$ cat src/rtl/fgc_pkg.sv
// Types and constants shared by the flick gesture classifier modules.
package fgc_pkg;

    localparam int THR_W     = 15;
    localparam int LEN_W     = 8;
    localparam int CFG_IDX_W = 2;
    localparam int CFG_DATA_W = THR_W;

    localparam logic [THR_W-1:0] THRESHOLD_RESET = 15'd9825;
    localparam logic [LEN_W-1:0] WINDOW_RESET    = 8'd80;
    localparam logic [LEN_W-1:0] COOLDOWN_RESET  = 8'd80;

    typedef enum logic [CFG_IDX_W-1:0] {
        CFG_THRESHOLD = 2'd0,
        CFG_WINDOW    = 2'd1,
        CFG_COOLDOWN  = 2'd2
    } cfg_reg_t;

    typedef enum logic [1:0] {
        G_UP    = 2'd0,
        G_DOWN  = 2'd1,
        G_LEFT  = 2'd2,
        G_RIGHT = 2'd3
    } gesture_t;

    typedef enum logic [1:0] {
        PH_IDLE     = 2'd0,
        PH_CAPTURE  = 2'd1,
        PH_COOLDOWN = 2'd2
    } phase_t;

    // Per-sample control from the sequencer to the peak trackers.
    typedef struct packed {
        logic clear;   // window opens on this sample
        logic track;   // sample takes part in a window
        logic emit;    // last sample of the window
    } fgc_ctrl_t;

endpackage

$ cat src/rtl/fgc_peak.sv
// Per-axis peak tracker: magnitude, trigger compare and running signed peak.
module fgc_peak #(
    parameter int SAMPLE_BITS = 16
) (
    input  logic                           clk,
    input  logic                           rst_n,
    input  logic signed [SAMPLE_BITS-1:0]  sample,
    input  logic [fgc_pkg::THR_W-1:0]      threshold,
    input  fgc_pkg::fgc_ctrl_t             ctrl,
    output logic                           trigger,
    output logic signed [SAMPLE_BITS-1:0]  best_next,
    output logic [SAMPLE_BITS-1:0]         best_mag_next
);

    localparam int CMP_W = (SAMPLE_BITS > fgc_pkg::THR_W) ? SAMPLE_BITS : fgc_pkg::THR_W;

    logic signed [SAMPLE_BITS-1:0] best_reg;
    logic signed [SAMPLE_BITS-1:0] base;
    logic [SAMPLE_BITS-1:0]        base_mag;
    logic [SAMPLE_BITS-1:0]        samp_mag;
    logic                          take;

    // |most negative| still fits as an unsigned value of the same width
    assign samp_mag = sample[SAMPLE_BITS-1] ? (~sample + 1'b1) : sample;
    assign trigger  = CMP_W'(samp_mag) > CMP_W'(threshold);

    always_comb
    begin
        base     = ctrl.clear ? '0 : best_reg;
        base_mag = base[SAMPLE_BITS-1] ? (~base + 1'b1) : base;
        // strict compare: first sample wins a tie
        take          = samp_mag > base_mag;
        best_next     = take ? sample : base;
        best_mag_next = take ? samp_mag : base_mag;
    end

    always_ff @(posedge clk or negedge rst_n)
    begin
        if (!rst_n)
        begin
            best_reg <= '0;
        end
        else if (ctrl.track)
        begin
            best_reg <= best_next;
        end
    end

endmodule

$ cat src/rtl/fgc_seq.sv
// Window / cooldown sequencer: phase state machine and sample counter.
module fgc_seq (
    input  logic                        clk,
    input  logic                        rst_n,
    input  logic                        fire,
    input  logic                        trigger,
    input  logic [fgc_pkg::LEN_W-1:0]   window_length,
    input  logic [fgc_pkg::LEN_W-1:0]   cooldown_length,
    output fgc_pkg::fgc_ctrl_t          ctrl
);

    fgc_pkg::phase_t              phase_reg, phase_next;
    logic [fgc_pkg::LEN_W-1:0]    count_reg, count_next;
    logic [fgc_pkg::LEN_W-1:0]    count_inc;
    logic [fgc_pkg::LEN_W-1:0]    wl_eff;
    logic                         capture_done;
    logic                         single_window;
    fgc_pkg::phase_t              after_window;

    assign count_inc     = count_reg + 1'b1;
    assign wl_eff        = (window_length == '0) ? fgc_pkg::LEN_W'(1) : window_length;
    assign capture_done  = count_inc >= wl_eff;
    assign single_window = wl_eff == fgc_pkg::LEN_W'(1);
    assign after_window  = (cooldown_length == '0) ? fgc_pkg::PH_IDLE : fgc_pkg::PH_COOLDOWN;

    always_comb
    begin
        phase_next = phase_reg;
        count_next = count_reg;
        if (fire)
        begin
            unique case (phase_reg)
                fgc_pkg::PH_CAPTURE:
                begin
                    if (capture_done)
                    begin
                        phase_next = after_window;
                        count_next = '0;
                    end
                    else
                    begin
                        count_next = count_inc;
                    end
                end
                fgc_pkg::PH_COOLDOWN:
                begin
                    if (count_inc >= cooldown_length)
                    begin
                        phase_next = fgc_pkg::PH_IDLE;
                        count_next = '0;
                    end
                    else
                    begin
                        count_next = count_inc;
                    end
                end
                default:
                begin
                    phase_next = fgc_pkg::PH_IDLE;
                    if (trigger)
                    begin
                        if (single_window)
                        begin
                            phase_next = after_window;
                            count_next = '0;
                        end
                        else
                        begin
                            phase_next = fgc_pkg::PH_CAPTURE;
                            count_next = fgc_pkg::LEN_W'(1);
                        end
                    end
                end
            endcase
        end
    end

    always_comb
    begin
        ctrl = '0;
        if (fire)
        begin
            unique case (phase_reg)
                fgc_pkg::PH_CAPTURE:
                begin
                    ctrl.track = 1'b1;
                    ctrl.emit  = capture_done;
                end
                fgc_pkg::PH_COOLDOWN:
                begin
                    ctrl = '0;
                end
                default:
                begin
                    ctrl.clear = trigger;
                    ctrl.track = trigger;
                    ctrl.emit  = trigger && single_window;
                end
            endcase
        end
    end

    always_ff @(posedge clk or negedge rst_n)
    begin
        if (!rst_n)
        begin
            phase_reg <= fgc_pkg::PH_IDLE;
            count_reg <= '0;
        end
        else
        begin
            phase_reg <= phase_next;
            count_reg <= count_next;
        end
    end

endmodule

$ cat src/rtl/flick_gesture_classifier.sv
// Flick gesture classifier: one pitch/yaw gyro sample per cycle in, one
// classified flick out per capture window. The block sustains one sample
// per clock while m_tready keeps taking results; a sample goes through an
// input register and the update stage (magnitude, peak compare, direction
// pick) into the result register. The input register lets one more sample
// in while a result waits to be taken.
// Configuration: index 0 trigger threshold (raw counts, strict >), index 1
// window length (0 acts as 1), index 2 cooldown length in samples.
module flick_gesture_classifier #(
    parameter int SAMPLE_BITS = 16
) (
    input  logic                                   clk,
    input  logic                                   rst_n,
    // configuration write channel
    input  logic                                   cfg_valid,
    output logic                                   cfg_ready,
    input  logic [fgc_pkg::CFG_IDX_W-1:0]          cfg_index,
    input  logic [fgc_pkg::CFG_DATA_W-1:0]         cfg_data,
    // sample stream
    input  logic                                   s_tvalid,
    output logic                                   s_tready,
    input  logic [((2*SAMPLE_BITS+7)/8)*8-1:0]     s_tdata,  // pitch_rate, yaw_rate
    // result stream
    output logic                                   m_tvalid,
    input  logic                                   m_tready,
    output logic [((2*SAMPLE_BITS+9)/8)*8-1:0]     m_tdata   // gesture, pitch_peak, yaw_peak
);

    localparam int OUT_W  = 2 + 2*SAMPLE_BITS;
    localparam int OUT_TW = ((OUT_W + 7) / 8) * 8;

    logic [fgc_pkg::THR_W-1:0]      threshold_reg;
    logic [fgc_pkg::LEN_W-1:0]      window_reg;
    logic [fgc_pkg::LEN_W-1:0]      cooldown_reg;

    logic                           in_valid_reg;
    logic signed [SAMPLE_BITS-1:0]  pitch_in_reg;
    logic signed [SAMPLE_BITS-1:0]  yaw_in_reg;

    logic                           out_valid_reg;
    fgc_pkg::gesture_t              gesture_reg, gesture_next;
    logic signed [SAMPLE_BITS-1:0]  pitch_out_reg;
    logic signed [SAMPLE_BITS-1:0]  yaw_out_reg;

    logic                           fire;
    logic                           s_accept;
    logic                           pitch_trig, yaw_trig;
    logic signed [SAMPLE_BITS-1:0]  pitch_best, yaw_best;
    logic [SAMPLE_BITS-1:0]         pitch_mag, yaw_mag;
    fgc_pkg::fgc_ctrl_t             ctrl;

    assign cfg_ready = 1'b1;
    assign fire      = in_valid_reg && (!out_valid_reg || m_tready);
    assign s_tready  = !in_valid_reg || fire;
    assign s_accept  = s_tvalid && s_tready;

    always_ff @(posedge clk or negedge rst_n)
    begin
        if (!rst_n)
        begin
            threshold_reg <= fgc_pkg::THRESHOLD_RESET;
            window_reg    <= fgc_pkg::WINDOW_RESET;
            cooldown_reg  <= fgc_pkg::COOLDOWN_RESET;
        end
        else if (cfg_valid)
        begin
            unique case (cfg_index)
                fgc_pkg::CFG_THRESHOLD: threshold_reg <= cfg_data;
                fgc_pkg::CFG_WINDOW:    window_reg    <= cfg_data[fgc_pkg::LEN_W-1:0];
                fgc_pkg::CFG_COOLDOWN:  cooldown_reg  <= cfg_data[fgc_pkg::LEN_W-1:0];
                default: ;
            endcase
        end
    end

    always_ff @(posedge clk or negedge rst_n)
    begin
        if (!rst_n)
        begin
            in_valid_reg <= 1'b0;
        end
        else if (s_accept)
        begin
            in_valid_reg <= 1'b1;
        end
        else if (fire)
        begin
            in_valid_reg <= 1'b0;
        end
    end

    always_ff @(posedge clk)
    begin
        if (s_accept)
        begin
            pitch_in_reg <= s_tdata[SAMPLE_BITS-1:0];
            yaw_in_reg   <= s_tdata[2*SAMPLE_BITS-1:SAMPLE_BITS];
        end
    end

    fgc_seq u_seq (
        .clk             (clk),
        .rst_n           (rst_n),
        .fire            (fire),
        .trigger         (pitch_trig || yaw_trig),
        .window_length   (window_reg),
        .cooldown_length (cooldown_reg),
        .ctrl            (ctrl)
    );

    fgc_peak #(.SAMPLE_BITS(SAMPLE_BITS)) u_pitch (
        .clk           (clk),
        .rst_n         (rst_n),
        .sample        (pitch_in_reg),
        .threshold     (threshold_reg),
        .ctrl          (ctrl),
        .trigger       (pitch_trig),
        .best_next     (pitch_best),
        .best_mag_next (pitch_mag)
    );

    fgc_peak #(.SAMPLE_BITS(SAMPLE_BITS)) u_yaw (
        .clk           (clk),
        .rst_n         (rst_n),
        .sample        (yaw_in_reg),
        .threshold     (threshold_reg),
        .ctrl          (ctrl),
        .trigger       (yaw_trig),
        .best_next     (yaw_best),
        .best_mag_next (yaw_mag)
    );

    // pitch wins a magnitude tie; a zero peak counts as not positive
    always_comb
    begin
        if (pitch_mag >= yaw_mag)
        begin
            gesture_next = (!pitch_best[SAMPLE_BITS-1] && (pitch_best != '0))
                           ? fgc_pkg::G_UP : fgc_pkg::G_DOWN;
        end
        else
        begin
            gesture_next = (!yaw_best[SAMPLE_BITS-1] && (yaw_best != '0))
                           ? fgc_pkg::G_LEFT : fgc_pkg::G_RIGHT;
        end
    end

    always_ff @(posedge clk or negedge rst_n)
    begin
        if (!rst_n)
        begin
            out_valid_reg <= 1'b0;
        end
        else if (ctrl.emit)
        begin
            out_valid_reg <= 1'b1;
        end
        else if (m_tready)
        begin
            out_valid_reg <= 1'b0;
        end
    end

    always_ff @(posedge clk)
    begin
        if (ctrl.emit)
        begin
            gesture_reg   <= gesture_next;
            pitch_out_reg <= pitch_best;
            yaw_out_reg   <= yaw_best;
        end
    end

    assign m_tvalid = out_valid_reg;
    assign m_tdata  = OUT_TW'({yaw_out_reg, pitch_out_reg, gesture_reg});

endmodule

$ cat config.mk
export PLATFORM = sky130hd
export DESIGN_NAME = flick_gesture_classifier
export DESIGN_NICKNAME = d
export VERILOG_FILES = /design/src/rtl/fgc_pkg.sv /design/src/rtl/fgc_peak.sv /design/src/rtl/fgc_seq.sv /design/src/rtl/flick_gesture_classifier.sv
export SDC_FILE = /design/constraint.sdc
export NUM_CORES = 1
export LEC_CHECK = 0
export ABC_AREA = 0
export BUFFER_PORTS_ARGS = -buffer_cell sky130_fd_sc_hd__buf_2
export CAP_MARGIN = 20
export CORE_ASPECT_RATIO = 0.7
export CORE_MARGIN = 10
export CORE_UTILIZATION = 40
export CTS_CLUSTER_SIZE = 24
export DETAILED_ROUTE_END_ITERATION = 16
export HOLD_SLACK_MARGIN = 0.15
export PLACE_DENSITY = 0.56
export SLEW_MARGIN = 20
export SYNTH_ARGS = -nofsm -noshare
export SYNTH_HDL_FRONTEND = slang
export SYNTH_SLANG_ARGS = --single-unit
$ cat constraint.sdc
create_clock -name clk -period 11.7 [get_ports clk]
set_input_delay 1.17 -clock clk [delete_from_list [all_inputs] [get_ports clk]]
set_output_delay 1.17 -clock clk [all_outputs]
set_load 0.01 [all_outputs]
==> impl_results.md <==
- Outcome: finished, final reports clean
- Total I/O pin count: 97
- Maximum number of pins on one net before global-route repair: 54
- Largest driver fanout on the critical path: 36
- Global-route usage over all layers: 18.2%
- Count of final hold-check violations: 0
- Post-route clock period utilization: between 80% and 90%
- Number of warnings printed during yosys synthesis: 0
- Residual antenna-violating net count after detailed routing: 0
- Post-synth EDFFs: 66
- Hold slack: 501 ps
- Vias/cell: between 5 and 6
- Area enclosed by the die boundary: about 0.031 mm²
- Worst reg-to-reg setup slack: approximately 2200 ps
- Worst setup path category: reg -> reg
- Static leakage: 4.84 nW
- Number of cell rows: 47
- Dpl hpwl: 21,200 µm
- Critical Path RT: between 10,000 and 15,000 ps
- Critical path capture point: gesture_reg[0]$_DFFE_PP_
- Library cell with the largest summed area after synthesis: sky130_fd_sc_hd__edfxtp_1
- Max-cap viol count: 0
- Critical path buffers and inverters: 4
- Final-report setup violation count: 0
- Cell area after synthesis: just under 0.01 mm²
- Count of input and output buffers: 89
- Count of final max-slew check failures: 0
- Number of DRC markers in iteration 0: between 800 and 900
- Peak ir drop on the vdd network: about 0.00013 V
- Top Family by Delay on Critical Path: compound AO/OA/AOI/OAI gates
- Count of cell types in the netlist: 69
- Fraction of final layout cells with drive strength greater than 1: between 10% and 20%
- Worst flop-to-flop path startpoint: pitch_in_reg[0]$_DFFE_PP_
- Area fraction in compound gates after synthesis: about 18%
- CTS tree: yes
- Register bit total from synthesis: 141
- Final setup TNS: 0 ps
- Root buffer cell: sky130_fd_sc_hd__clkbuf_16
- Num Clock Sinks: about 140
- Post-Synth Adder-Cell Area: 12.9%
- Remaining DRCs: 0
- Most common cell after layout, fill and taps aside: sky130_fd_sc_hd__ha_1
- Longest individual stage delay on the worst path: approximately 860 ps
- Skew final: approximately 14 ps
- Top FF cell, synth: sky130_fd_sc_hd__edfxtp_1
- Number of buffers on the longest clock path: 2
- Pre-Repair DR Iteration Count: 5
- Slew at the pin closest to its max-slew limit: 994 ps
- Clock buffers created by TritonCTS: 17
- CTS clk-pin slew, worst paths: 60 ps
- Average footprint of a synthesized cell: around 10 µm²
- Number of logic stages on the critical path including buffering: 36
- Final Critical Period: 9480 ps
- Latest clock arrival within the worst-skew pair: around 440 ps
- Final nets: between 1,000 and 1,500
- Post-cts resize count: 0
- Async SR Flop Fraction: 53.2%
- WL final: between 20,000 and 30,000 µm
- Sequential area share after synthesis: about two fifths
- First-pass GRT wire length: between 40,000 and 50,000 µm
- Effective utilization at floorplan: between 40% and 50%
- Area growth, synth to finish: 13.8%
- Mux cell area share after synthesis: just under 6%
- Length in cells of the worst reg-to-reg path: 36
- Max frequency: 105 MHz
- Unrepaired setup endpoints after global routing: no
- DIE HEIGHT: 151 µm
- Critical Path End Type: flop
- Count of H-tree levels built during CTS: 4
- Worst slew slack as a fraction of its limit: roughly a third
- Number of cells produced by synthesis: between 900 and 1,000
- Via total after detailed routing: 7,735
- Xor and xnor area share after synthesis: roughly 5.0%
- Worst min-delay path category: reg -> reg
- Via count of the first global-routing pass: 7,365
- Type of element launching the critical path: flop
- Per-cell routed wire length: 20.0 µm
- Last weighted congestion value of the routability-driven placer: 0.931
- Antenna cell count: 0
- Critical Path Source: pitch_in_reg[0]$_DFFE_PP_
- Global-route congestion overflow total: 0
- Post-synthesis share of cell area spent on and, or, nand and nor gates: 13.7%
- Largest cells by area after synthesis: sky130_fd_sc_hd__edfxtp_1, sky130_fd_sc_hd__dfrtp_1, sky130_fd_sc_hd__ha_1
- Number of setup buffers added after CTS: 0
- Data arrival at the endpoint of the critical path: just under 10,000 ps
- Slowest cell on the critical path: sky130_fd_sc_hd__o41ai_2
- Share of Yosys cell area claimed by the top area cell type: between 20% and 30%
- Combinational family with the most area after synthesis: compound AO/OA/AOI/OAI gates
- Top library cells by usage in the layout, fill and taps aside: sky130_fd_sc_hd__ha_1, sky130_fd_sc_hd__buf_2, sky130_fd_sc_hd__nand2_1, sky130_fd_sc_hd__inv_1, sky130_fd_sc_hd__o21ai_0
- Initial antenna violation count: 0
- Core area: between 0.02 and 0.025 mm²
- CP most frequent cell: sky130_fd_sc_hd__ha_1
- Reg-to-reg critical path endpoint: gesture_reg[0]$_DFFE_PP_
- Hold-fix buffers at CTS: 0
- Power per standard cell area: 296 mW/mm²
- Width of the die: roughly 210 µm
-- how the worst min path moves through the flow --
| stage | start | endpoint | slack [ps] | depth (start not counted) |
|---|---|---|---|---|
| 2_1_floorplan | window_reg[0]$_DFFE_PN0P_ | window_reg[0]$_DFFE_PN0P_ | 470 | 1 |
| 3_3_place_gp | window_reg[0]$_DFFE_PN0P_ | window_reg[0]$_DFFE_PN0P_ | 490 | 1 |
| 3_5_place_dp | window_reg[0]$_DFFE_PN0P_ | window_reg[0]$_DFFE_PN0P_ | 490 | 1 |
| 4_1_cts | window_reg[0]$_DFFE_PN0P_ | window_reg[0]$_DFFE_PN0P_ | 500 | 1 |
| 5_1_grt | window_reg[0]$_DFFE_PN0P_ | window_reg[0]$_DFFE_PN0P_ | 520 | 1 |
| 6_report | window_reg[0]$_DFFE_PN0P_ | window_reg[0]$_DFFE_PN0P_ | 500 | 1 |
-- cell families after synthesis --
logic type | count (synthesis)
XOR/XNOR | 56
multiplexers | 50
AO/OA/AOI/OAI | 245
flip-flops | 141
adder cells (fa/ha/maj) | 101
other | 2
AND/OR/NAND/NOR | 258
buffers and inverters | 116
-- worst register-to-register path, delay by kind of cell, from the launching register on --
| family | cells | cell delay (ps) |
|---|---|---|
| AO/OA/AOI/OAI | 12 | 3220 |
| AND/OR/NAND/NOR | 12 | 2800 |
| adder cells (fa/ha/maj) | 5 | 1300 |
| buffers and inverters | 4 | 860 |
| flip-flops | 1 | 450 |
| XOR/XNOR | 2 | 370 |
| multiplexers | 1 | 330 |
-- layer usage --
layer	wire length (µm)	track usage, %
met2	10600	23.6
met5	0	0
met1	14800	28.8
met4	333	4.59
met3	1970	3.93
-- where the power goes --
group          internal [mW]  switching, mW  leakage (nW)  total, mW
sequential             0.666          0.113          1.54      0.779
combinational          0.808           1.15          3.01       1.96
clock                  0.334          0.220         0.288      0.554
total                   1.81           1.48          4.84       3.29
-- stage by stage --
step	util (%)	cells	cell area (µm²)	power, mW	setup slack (ps)
global placement	44.2	1349	10500	2.69	2600
floorplan	-	974	9780	2.21	3150
CTS	46.7	1381	11100	3.28	2310
global route	46.7	1381	11100	3.59	1640
detailed placement	44.2	1349	10500	2.70	2390
finish	46.7	1381	11100	3.29	2220
-- cell usage after synthesis, drive strengths merged, types with 8 or more instances --
cell / instances
o31a: 14
o211ai: 8
dfrtp: 65
nor2b: 8
or4: 9
xnor2: 42
a21o: 12
a41o: 14
ha: 101
or2: 20
a22o: 8
or3: 9
nand2: 85
nand4: 17
o41ai: 8
inv: 71
nand2b: 12
o31ai: 19
a21boi: 15
nand3: 12
edfxtp: 66
a21oi: 25
dfstp: 10
mux2i: 15
clkbuf: 31
o21ai: 70
nor2: 39
xor2: 14
buf: 14
mux2: 35
nor3: 16
a32oi: 15
-- final cells by class --
type,count,area [µm²]
Fill cell,2264,12700
Multi-Input combinational cell,717,5440
Sequential cell,141,3870
Timing Repair Buffer,102,546
Clock buffer,17,425
Tap cell,318,398
Inverter,71,267
Clock inverter,15,171
Note: power is estimated with default switching activity, not from simulation.
